**config.mk**
```make
export PLATFORM = sky130hd
export DESIGN_NAME = open_address_hash_table
export DESIGN_NICKNAME = d
export VERILOG_FILES = /design/src/rtl/oaht_pkg.sv /design/src/rtl/open_address_hash_table.sv /design/src/rtl/oaht_hash.sv
export VERILOG_INCLUDE_DIRS = /design/src /design/src/rtl
export SDC_FILE = /design/constraint.sdc
export NUM_CORES = 2
export LEC_CHECK = 0
export BUFFER_PORTS_ARGS = -buffer_cell sky130_fd_sc_hd__clkbuf_2
export CELL_PAD_IN_SITES_DETAIL_PLACEMENT = 0
export CELL_PAD_IN_SITES_GLOBAL_PLACEMENT = 1
export CORE_MARGIN = 3
export CORE_UTILIZATION = 54
export CTS_BUF_LIST = sky130_fd_sc_hd__clkbuf_16
export DETAILED_ROUTE_END_ITERATION = 10
export GPL_ROUTABILITY_DRIVEN = 0
export GPL_TIMING_DRIVEN = 0
export PLACE_DENSITY_LB_ADDON = 0.1
export SYNTH_ARGS = -nofsm -noshare
export SYNTH_HDL_FRONTEND = slang
export SYNTH_SLANG_ARGS = --single-unit
```
**constraint.sdc**
```tcl
create_clock -name clk -period 7.8 [get_ports clk]
set_input_delay 1.56 -clock clk [delete_from_list [all_inputs] [get_ports clk]]
set_output_delay 1.56 -clock clk [all_outputs]
set_load 0.005 [all_outputs]
```
**src/rtl/open_address_hash_table_macros.svh**
```systemverilog
// assertion macros for the open address hash table
// used by the top level; expects clk and rst_n in scope
`ifndef OPEN_ADDRESS_HASH_TABLE_MACROS_SVH
`define OPEN_ADDRESS_HASH_TABLE_MACROS_SVH

// same-cycle implication, checked out of reset
`define OAHT_ASSERT(label, ante, cons, msg) \
    label: assert property (@(posedge clk) disable iff (!rst_n) (ante) |-> (cons)) \
        else $error(msg);

// next-cycle implication, checked out of reset
`define OAHT_ASSERT_NEXT(label, ante, cons, msg) \
    label: assert property (@(posedge clk) disable iff (!rst_n) (ante) |=> (cons)) \
        else $error(msg);

`endif

```
**src/rtl/oaht_pkg.sv**
```systemverilog
// shared types and constants for the open address hash table
// no dependencies
`timescale 1ns / 1ps

package oaht_pkg;

    // table geometry
    localparam int TABLE_ENTRIES = 16;
    localparam int KEY_BYTES     = 8;

    localparam int KEY_W   = 64;
    localparam int VALUE_W = 16;
    localparam int SLOT_W  = 4;
    localparam int IDX_W   = $clog2(TABLE_ENTRIES);
    localparam int CNT_W   = $clog2(TABLE_ENTRIES + 1);
    localparam int LEN_W   = $clog2(KEY_BYTES + 1);

    // hash step product (h + b) * b and its reciprocal reduction
    localparam int PROD_MAX = (TABLE_ENTRIES - 1 + 255) * 255;
    localparam int PROD_W   = $clog2(PROD_MAX + 1);
    localparam logic [PROD_W-1:0] HASH_RECIP = PROD_W'((2 ** PROD_W) / TABLE_ENTRIES);

    // request codes
    localparam logic [1:0] ACT_INSERT = 2'd0;
    localparam logic [1:0] ACT_LOOKUP = 2'd1;
    localparam logic [1:0] ACT_DELETE = 2'd2;

    // slot status codes
    localparam logic [1:0] ST_EMPTY   = 2'd0;
    localparam logic [1:0] ST_USED    = 2'd1;
    localparam logic [1:0] ST_DELETED = 2'd2;

    typedef struct packed {
        logic [1:0]         status;
        logic [KEY_W-1:0]   key;
        logic [VALUE_W-1:0] value;
    } entry_t;

    // hash unit result toward the table controller
    typedef struct packed {
        logic               done;
        logic [IDX_W-1:0]   home;
        logic [KEY_W-1:0]   key;
    } hash_out_t;

endpackage

```
**src/rtl/open_address_hash_table.sv**
```systemverilog
// open address hash table top level: request control, probe sequencer, slot memory
// depends on oaht_pkg, oaht_hash and open_address_hash_table_macros.svh
`timescale 1ns / 1ps

// open address hash table with linear probing and tombstones. a request is a
// transfer taken when start is high and busy is low; it inserts, looks up or
// deletes a key of up to eight bytes (first byte lowest, ended by the first
// zero byte). exactly one result comes back per request as a one-cycle pulse
// on done with ok, found_value and slot; there is no way to stall it, so the
// receiver must sample it on that cycle. busy stays high from the accepting
// edge until the edge that shows the result, so the next request can be
// taken on the cycle done is high. the hash unit works on each key byte in
// a multiply, a reciprocal and a reduce step, and the slot memory read port
// reads one slot per cycle along the probe path. an unknown request code
// probes nothing and answers as soon as the hash unit is done. after reset
// the block sweeps the slot memory to mark every slot empty, with busy high,
// before the first request.
module open_address_hash_table
(
    input  logic                          clk,
    input  logic                          rst_n,
    input  logic                          start,
    output logic                          busy,
    input  logic [1:0]                    action,
    input  logic [oaht_pkg::KEY_W-1:0]    key,
    input  logic [oaht_pkg::VALUE_W-1:0]  value,
    output logic                          done,
    output logic                          ok,
    output logic [oaht_pkg::VALUE_W-1:0]  found_value,
    output logic [oaht_pkg::SLOT_W-1:0]   slot
);

`include "open_address_hash_table_macros.svh"

    typedef enum logic [1:0] {S_CLEAR, S_IDLE, S_HASH, S_PROBE} state_t;

    localparam int N = oaht_pkg::TABLE_ENTRIES;
    localparam logic [oaht_pkg::IDX_W-1:0] LAST_IDX = oaht_pkg::IDX_W'(N - 1);
    localparam logic [oaht_pkg::CNT_W-1:0] FULL_CNT = oaht_pkg::CNT_W'(N);

    // control and result registers
    state_t                              state_reg, state_next;
    logic [1:0]                          action_reg, action_next;
    logic [oaht_pkg::VALUE_W-1:0]        value_reg, value_next;
    logic [oaht_pkg::IDX_W-1:0]          addr_reg, addr_next;
    logic [oaht_pkg::CNT_W-1:0]          issued_reg, issued_next;
    logic [oaht_pkg::CNT_W-1:0]          checked_reg, checked_next;
    logic                                rd_valid_reg, rd_valid_next;
    logic [oaht_pkg::IDX_W-1:0]          rd_addr_reg, rd_addr_next;
    logic                                done_reg, done_next;
    logic                                ok_reg, ok_next;
    logic [oaht_pkg::VALUE_W-1:0]        found_value_reg, found_value_next;
    logic [oaht_pkg::SLOT_W-1:0]         slot_reg, slot_next;

    // slot memory, one read and one write port, registered read data
    oaht_pkg::entry_t                    mem [N];
    oaht_pkg::entry_t                    rd_data_reg;
    logic                                mem_rd_en;
    logic [oaht_pkg::IDX_W-1:0]          mem_rd_addr;
    logic                                mem_wr_en;
    logic [oaht_pkg::IDX_W-1:0]          mem_wr_addr;
    oaht_pkg::entry_t                    mem_wr_data;

    // home slot and cut key
    logic                                hash_start;
    oaht_pkg::hash_out_t                 hash_res;

    oaht_hash u_hash
    (
        .clk    (clk),
        .rst_n  (rst_n),
        .start  (hash_start),
        .key    (key),
        .result (hash_res)
    );

    logic                                accept;
    logic [oaht_pkg::IDX_W-1:0]          addr_inc;
    logic                                key_match;
    logic                                is_insert;
    logic                                is_search;

    assign accept    = start && (state_reg == S_IDLE);
    assign hash_start = accept;
    assign addr_inc  = (addr_reg == LAST_IDX) ? '0 : addr_reg + oaht_pkg::IDX_W'(1);
    assign key_match = (rd_data_reg.key == hash_res.key);
    assign is_insert = (action_reg == oaht_pkg::ACT_INSERT);
    assign is_search = (action_reg == oaht_pkg::ACT_LOOKUP)
                       || (action_reg == oaht_pkg::ACT_DELETE);

    always_comb
    begin
        state_next       = state_reg;
        action_next      = action_reg;
        value_next       = value_reg;
        addr_next        = addr_reg;
        issued_next      = issued_reg;
        checked_next     = checked_reg;
        rd_valid_next    = 1'b0;
        rd_addr_next     = rd_addr_reg;
        done_next        = 1'b0;
        ok_next          = ok_reg;
        found_value_next = found_value_reg;
        slot_next        = slot_reg;
        mem_rd_en        = 1'b0;
        mem_rd_addr      = addr_reg;
        mem_wr_en        = 1'b0;
        mem_wr_addr      = addr_reg;
        mem_wr_data      = rd_data_reg;

        case (state_reg)
            S_CLEAR:
            begin
                // sweep every slot to empty
                mem_wr_en          = 1'b1;
                mem_wr_data.status = oaht_pkg::ST_EMPTY;
                mem_wr_data.key    = '0;
                mem_wr_data.value  = '0;
                addr_next          = addr_inc;
                if (addr_reg == LAST_IDX)
                    state_next = S_IDLE;
            end
            S_IDLE:
            begin
                if (accept)
                begin
                    action_next = action;
                    value_next  = value;
                    state_next  = S_HASH;
                end
            end
            S_HASH:
            begin
                if (hash_res.done)
                begin
                    if (is_insert || is_search)
                    begin
                        addr_next    = hash_res.home;
                        issued_next  = '0;
                        checked_next = '0;
                        state_next   = S_PROBE;
                    end
                    else
                    begin
                        // unknown request: nothing changes
                        done_next        = 1'b1;
                        ok_next          = 1'b0;
                        found_value_next = '0;
                        slot_next        = '0;
                        state_next       = S_IDLE;
                    end
                end
            end
            S_PROBE:
            begin
                // issue one read per cycle along the probe path
                if (issued_reg != FULL_CNT)
                begin
                    mem_rd_en     = 1'b1;
                    rd_valid_next = 1'b1;
                    rd_addr_next  = addr_reg;
                    addr_next     = addr_inc;
                    issued_next   = issued_reg + oaht_pkg::CNT_W'(1);
                end

                // check the slot read last cycle
                if (rd_valid_reg)
                begin
                    checked_next = checked_reg + oaht_pkg::CNT_W'(1);
                    mem_wr_addr  = rd_addr_reg;
                    if (is_insert && rd_data_reg.status != oaht_pkg::ST_USED)
                    begin
                        // first empty or deleted slot takes the key
                        mem_wr_en          = 1'b1;
                        mem_wr_data.status = oaht_pkg::ST_USED;
                        mem_wr_data.key    = hash_res.key;
                        mem_wr_data.value  = value_reg;
                        done_next          = 1'b1;
                        ok_next            = 1'b1;
                        found_value_next   = '0;
                        slot_next          = oaht_pkg::SLOT_W'(rd_addr_reg);
                    end
                    else if (is_search && rd_data_reg.status == oaht_pkg::ST_EMPTY)
                    begin
                        // empty slot ends the search
                        done_next        = 1'b1;
                        ok_next          = 1'b0;
                        found_value_next = '0;
                        slot_next        = '0;
                    end
                    else if (is_search && rd_data_reg.status == oaht_pkg::ST_USED && key_match)
                    begin
                        if (action_reg == oaht_pkg::ACT_DELETE)
                        begin
                            mem_wr_en          = 1'b1;
                            mem_wr_data.status = oaht_pkg::ST_DELETED;
                        end
                        done_next        = 1'b1;
                        ok_next          = 1'b1;
                        found_value_next = rd_data_reg.value;
                        slot_next        = oaht_pkg::SLOT_W'(rd_addr_reg);
                    end
                    else if (checked_reg + oaht_pkg::CNT_W'(1) == FULL_CNT)
                    begin
                        // whole table walked without a match or a free slot
                        done_next        = 1'b1;
                        ok_next          = 1'b0;
                        found_value_next = '0;
                        slot_next        = '0;
                    end
                end

                // a read still in flight at the end is simply dropped
                if (done_next)
                begin
                    rd_valid_next = 1'b0;
                    state_next    = S_IDLE;
                end
            end
            default:
                state_next = S_IDLE;
        endcase
    end

    // state and registered outputs
    always_ff @(posedge clk or negedge rst_n)
    begin
        if (!rst_n)
        begin
            state_reg       <= S_CLEAR;
            action_reg      <= oaht_pkg::ACT_INSERT;
            value_reg       <= '0;
            addr_reg        <= '0;
            issued_reg      <= '0;
            checked_reg     <= '0;
            rd_valid_reg    <= 1'b0;
            rd_addr_reg     <= '0;
            done_reg        <= 1'b0;
            ok_reg          <= 1'b0;
            found_value_reg <= '0;
            slot_reg        <= '0;
        end
        else
        begin
            state_reg       <= state_next;
            action_reg      <= action_next;
            value_reg       <= value_next;
            addr_reg        <= addr_next;
            issued_reg      <= issued_next;
            checked_reg     <= checked_next;
            rd_valid_reg    <= rd_valid_next;
            rd_addr_reg     <= rd_addr_next;
            done_reg        <= done_next;
            ok_reg          <= ok_next;
            found_value_reg <= found_value_next;
            slot_reg        <= slot_next;
        end
    end

    // slot memory; apart from the reset sweep, writes happen only on the last
    // probe cycle of a request and the next request reads no earlier than the
    // following cycle, so no forwarding path is needed
    always_ff @(posedge clk)
    begin
        if (mem_wr_en)
            mem[mem_wr_addr] <= mem_wr_data;
        if (mem_rd_en)
            rd_data_reg <= mem[mem_rd_addr];
    end

    assign busy        = (state_reg != S_IDLE);
    assign done        = done_reg;
    assign ok          = ok_reg;
    assign found_value = found_value_reg;
    assign slot        = slot_reg;

    // checks
    `OAHT_ASSERT(a_fail_zero, done_reg && !ok_reg,
        found_value_reg == '0 && slot_reg == '0, "failed result not zeroed")
    `OAHT_ASSERT_NEXT(a_accept_busy, start && !busy, busy,
        "request accepted but block not busy")
    `OAHT_ASSERT(a_write_place, mem_wr_en,
        state_reg == S_CLEAR || (state_reg == S_PROBE && rd_valid_reg),
        "slot write outside sweep or probe check")
    `OAHT_ASSERT(a_probe_order, state_reg == S_PROBE,
        checked_reg <= issued_reg && issued_reg <= FULL_CNT,
        "probe counters out of order")
    `OAHT_ASSERT(a_done_origin, done_reg,
        $past(state_reg) == S_PROBE || $past(state_reg) == S_HASH,
        "result without a request in flight")

endmodule

```
**src/rtl/oaht_hash.sv**
```systemverilog
// key cut and iterative home slot hash, one key byte at a time
// depends on oaht_pkg
`timescale 1ns / 1ps

module oaht_hash
(
    input  logic                          clk,
    input  logic                          rst_n,
    input  logic                          start,
    input  logic [oaht_pkg::KEY_W-1:0]    key,
    output oaht_pkg::hash_out_t           result
);

    typedef enum logic [1:0] {H_IDLE, H_MUL, H_RECIP, H_REDUCE} hstate_t;

    hstate_t                             state_reg, state_next;
    logic [oaht_pkg::KEY_W-1:0]          kept_reg, kept_next;
    logic [oaht_pkg::KEY_W-1:0]          shift_reg, shift_next;
    logic [oaht_pkg::LEN_W-1:0]          cnt_reg, cnt_next;
    logic [oaht_pkg::IDX_W-1:0]          h_reg, h_next;
    logic [oaht_pkg::PROD_W-1:0]         p_reg, p_next;
    logic [oaht_pkg::PROD_W-1:0]         q_reg, q_next;
    logic                                done_reg, done_next;

    // key cut: bytes up to the first zero byte or KEY_BYTES bytes
    logic [oaht_pkg::KEY_W-1:0]          cut_key;
    logic [oaht_pkg::LEN_W-1:0]          cut_len;
    logic                                alive;

    always_comb
    begin
        cut_key = '0;
        cut_len = '0;
        alive   = 1'b1;
        for (int i = 0; i < 8; i++)
        begin
            if (i >= oaht_pkg::KEY_BYTES || key[i*8 +: 8] == 8'd0)
                alive = 1'b0;
            if (alive)
            begin
                cut_key[i*8 +: 8] = key[i*8 +: 8];
                cut_len           = cut_len + oaht_pkg::LEN_W'(1);
            end
        end
    end

    logic [7:0]                          cur_byte;
    logic [2*oaht_pkg::PROD_W-1:0]       recip_prod;
    logic [oaht_pkg::PROD_W-1:0]         rem_raw;
    logic [oaht_pkg::PROD_W-1:0]         rem_fix;

    assign cur_byte   = shift_reg[7:0];
    assign recip_prod = (2*oaht_pkg::PROD_W)'(p_reg) * (2*oaht_pkg::PROD_W)'(oaht_pkg::HASH_RECIP);
    assign rem_raw    = p_reg - oaht_pkg::PROD_W'(q_reg * oaht_pkg::PROD_W'(oaht_pkg::TABLE_ENTRIES));
    assign rem_fix    = (rem_raw >= oaht_pkg::PROD_W'(oaht_pkg::TABLE_ENTRIES))
                        ? rem_raw - oaht_pkg::PROD_W'(oaht_pkg::TABLE_ENTRIES) : rem_raw;

    always_comb
    begin
        state_next = state_reg;
        kept_next  = kept_reg;
        shift_next = shift_reg;
        cnt_next   = cnt_reg;
        h_next     = h_reg;
        p_next     = p_reg;
        q_next     = q_reg;
        done_next  = 1'b0;
        case (state_reg)
            H_IDLE:
            begin
                if (start)
                begin
                    kept_next  = cut_key;
                    shift_next = cut_key;
                    cnt_next   = cut_len;
                    h_next     = '0;
                    if (cut_len == '0)
                        done_next = 1'b1;
                    else
                        state_next = H_MUL;
                end
            end
            H_MUL:
            begin
                p_next = oaht_pkg::PROD_W'((oaht_pkg::PROD_W'(h_reg) + oaht_pkg::PROD_W'(cur_byte))
                                           * oaht_pkg::PROD_W'(cur_byte));
                state_next = H_RECIP;
            end
            H_RECIP:
            begin
                // quotient estimate, low by at most one
                q_next     = recip_prod[2*oaht_pkg::PROD_W-1 -: oaht_pkg::PROD_W];
                state_next = H_REDUCE;
            end
            H_REDUCE:
            begin
                h_next     = oaht_pkg::IDX_W'(rem_fix);
                shift_next = shift_reg >> 8;
                cnt_next   = cnt_reg - oaht_pkg::LEN_W'(1);
                if (cnt_reg == oaht_pkg::LEN_W'(1))
                begin
                    done_next  = 1'b1;
                    state_next = H_IDLE;
                end
                else
                    state_next = H_MUL;
            end
            default:
                state_next = H_IDLE;
        endcase
    end

    always_ff @(posedge clk or negedge rst_n)
    begin
        if (!rst_n)
        begin
            state_reg <= H_IDLE;
            cnt_reg   <= '0;
            h_reg     <= '0;
            done_reg  <= 1'b0;
        end
        else
        begin
            state_reg <= state_next;
            cnt_reg   <= cnt_next;
            h_reg     <= h_next;
            done_reg  <= done_next;
        end
    end

    always_ff @(posedge clk)
    begin
        kept_reg  <= kept_next;
        shift_reg <= shift_next;
        p_reg     <= p_next;
        q_reg     <= q_next;
    end

    assign result.done = done_reg;
    assign result.home = h_reg;
    assign result.key  = kept_reg;

endmodule
```
==> flow_summary.ini <==
[status]
status = complete, no violations

[clock_tree]
h-tree-depth = 4
postCtsResizedCells = 0
postCtsSetupBuffers = 0
path_clk_slew_ns = 0.06
cts_hold_buf = 0
cts_root_buf = sky130_fd_sc_hd__clkbuf_16
tritoncts = yes
cts_max_path_buffers = 3
clock_sinks = 1566
clock_insertion_delay_worst_skew_ns = 0.79
cts_made_buffers = 161

[synthesis]
synth_fp_nets = 3720
netlist-cell-type-count = 66
synth-seq-area-share_pct = 74.5
synthTopCellsByArea = sky130_fd_sc_hd__edfxtp_1, sky130_fd_sc_hd__mux4_2, sky130_fd_sc_hd__mux2i_1
instance_count_of_the_mapped_netlist = 3603
post-synth-top-area-fraction_pct = 71.6
synth_top_flop_cell = sky130_fd_sc_hd__edfxtp_1
async_reset_ff_share_pct = 4.60
yosysWarningCount = 0
synth_edf_count = 1494
synthesis_stage_register_bit_count = 1566
synth.largest_area_cell = sky130_fd_sc_hd__edfxtp_1
postSynthAreaPerCell_sq_um = 17.4
post_synth_instance_area_sq_um = 62600

[setup_path]
timing.critical_path.fanout_max = 10
critical_path.startpoint = key[5]
worst-endpoint-arrival_ns = 7.61
required_ns = 8.45
critPathCaptureType = flip-flop
timing.reg2reg.worst_path_depth = 11
crit_path_start_kind = input port
setup.worst_path.class = input port to flip-flop
timing.rr.start = u_hash.kept_reg[9]$_DFFE_PP_
max_stage_delay_ns = 1.00
cp_slowest_cell = sky130_fd_sc_hd__nor4_1
cpMostUsedCell = sky130_fd_sc_hd__ha_1

[pwr]
leakagePower_uw = 0.0247
power_internal_uw = 18900
clkPwrFrac_pct = 26.3
combPwrFrac_pct = 30.9
power.share.sequential_pct = 42.8
switchingPower_uw = 9830
power.density_cell_area_nw_per_um2 = 400
max-vdd-ir-drop_mv = 0.246
switching_share_pct = 34.2

[final_layout]
final_common_cell = sky130_fd_sc_hd__edfxtp_1
fill_cells = 8078
synthToLayoutAreaGrowth_pct = 14.7
design.final.nets = 4057
final_layout_size_suffix_gt1_share_pct = 18.7
largest_register_ffs = 1312
final_cell_mix = sky130_fd_sc_hd__edfxtp_1, sky130_fd_sc_hd__nand2_1, sky130_fd_sc_hd__mux2i_1
final_cell_count_no_fill = 5589

[sta]
min_period_ns = 6.96
report.final.setup_viol = 0
finalHoldWorstSlack_ns = 0.491
finalCritPeriodShare_pct = 89.2
unrepaired_setup_endpoints_after_global_routing = false
timing.max_slew.rel_slack_pct = 3.20
hold_violations = 0
worst_slew_pin_slew_ns = 1.45
maxSlewViolCount = 0
fin_worst_skew_ns = 0.0352
fmax_mhz = 144

[placed_design]
port_buffers = 107
post-place-cells = 5289
hpwlAfterDp_um = 119000

[hold_path]
timing.hold.worst_path_depth = 2
hold_path_startpoint = u_hash.p_reg[2]$_DFFE_PN_
min-delay-path-class = flip-flop to flip-flop

[routing]
initialDrtViolationCount = 4336
route.vias.total = 35600
route.final.wire_length_um = 175000
vias_per_cell = 6.38
wl_per_cell_um = 31.4
drt_antenna_net_count = 0
drcViolationCount = 0
detail_route.first_pass.iterations = 5

[floorplanning]
placementRows = 124
core_area_sq_um = 115000
dieWidth_um = 347
fp.dieH_um = 347
io_pins = 108
fp.dieArea_sq_um = 120000
initial_utilization_pct = 54.6

[flow_run]
cap_viol_max_count = 0

[global_route]
grt_max_degree = 68
number_of_global_route_vias_before_repair = 35400
globalRoute.totalOverflow = 0
gr-usage-all-layers_pct = 29.4
grt_pass1_wl_um = 252000
antenna_violations_before_repair = 2
## synth_stat cells, drive strengths merged, types with 4 or more instances
| cell | count |
|---|---|
| nor4 | 28 |
| and2 | 39 |
| a221oi | 82 |
| nor2b | 10 |
| mux2 | 131 |
| clkbuf | 137 |
| buf | 62 |
| edfxtp | 1494 |
| and3 | 26 |
| xor2 | 67 |
| mux2i | 250 |
| dfrtp | 72 |
| nand2b | 5 |
| a21oi | 182 |
| nand2 | 293 |
| nor3b | 7 |
| nand3 | 24 |
| ha | 31 |
| nor3 | 16 |
| mux4 | 164 |
| inv | 51 |
| or4 | 5 |
| xnor2 | 14 |
| o21ai | 213 |
| a22oi | 83 |
| a31oi | 6 |
| nand3b | 7 |
| nor2 | 41 |
| o31ai | 4 |
| nand4 | 25 |
| a22o | 6 |
## final timing paths
check                                                  end  slack, ns
max                        u_hash.state_reg[0]$_DFFE_PN0P_       0.84
min                            u_hash.h_reg[2]$_DFFE_PN0P_       0.49
max reg2reg                          mem[15][37]$_DFFE_PP_       1.91
min reg2reg                    u_hash.h_reg[2]$_DFFE_PN0P_       0.49
max in group asynchronous        value_reg[14]$_DFFE_PN0P_       6.53
min in group asynchronous       rd_addr_reg[1]$_DFFE_PN0P_       0.67
## cell families after synthesis
family,share of synthesized area (%)
and+or+nand+nor,4.02
muxes,12.2
xor gates and xnor gates,1.21
DFF,74.5
AOI/OAI and AO/OA,5.80
buffers and inverters,1.56
adders and majority gates,0.651
## layer usage
layer	GRT usage, %	wire [um]	vias to the layer above
li1	-	-	15000
met1	42.3	70700	18400
met2	45.8	81400	1943
met3	6.25	18000	298
met4	9.04	5200	4
met5	0	34	-
## power by group through the flow
stage / sequential (uW) / combinational, uW / clock (uW)
2_1_floorplan: 12300 / 5390 / 0
3_3_place_gp: 12600 / 8310 / 0
3_5_place_dp: 12500 / 8810 / 0
4_1_cts: 12300 / 8850 / 7670
5_1_grt: 12400 / 9530 / 8050
6_report: 12300 / 8880 / 7570
## stage by stage
stage	instance area, sq um	power [uW]	setup slack (ns)	TNS [ns]	utilization, %
2_1_floorplan	62600	17700	1.18	0	-
3_3_place_gp	65100	20900	-4.60	-5484.80	56.7
3_5_place_dp	66600	21300	0.203	0	58.1
4_1_cts	71900	28800	1.01	0	62.7
5_1_grt	71900	30000	0.644	0	62.7
6_report	71900	28800	0.839	0	62.7
## worst max-delay path, delay by kind of cell
| kind | cells | cell delay (ns) |
|---|---|---|
| adder cells (fa/ha/maj) | 5 | 1.39 |
| multiplexers | 1 | 0.28 |
| XOR/XNOR | 1 | 0.30 |
| AND/OR/NAND/NOR | 5 | 1.80 |
| AO/OA/AOI/OAI | 8 | 1.74 |
| buffers and inverters | 5 | 0.53 |
## final cells by class
type	instances	area [sq um]	share of cell area, %
clock inverter	134	1160	1.61
inverter	51	196	0.273
sequential	1566	46700	64.9
antenna	3	7.51	0.0104
multi-input combinational	1787	15100	21.0
timing repair buffer	174	1960	2.72
clock buffer	163	4080	5.68
buffer	199	792	1.10
tap	1512	1890	2.63
Note: power is estimated with default switching activity, not from simulation.
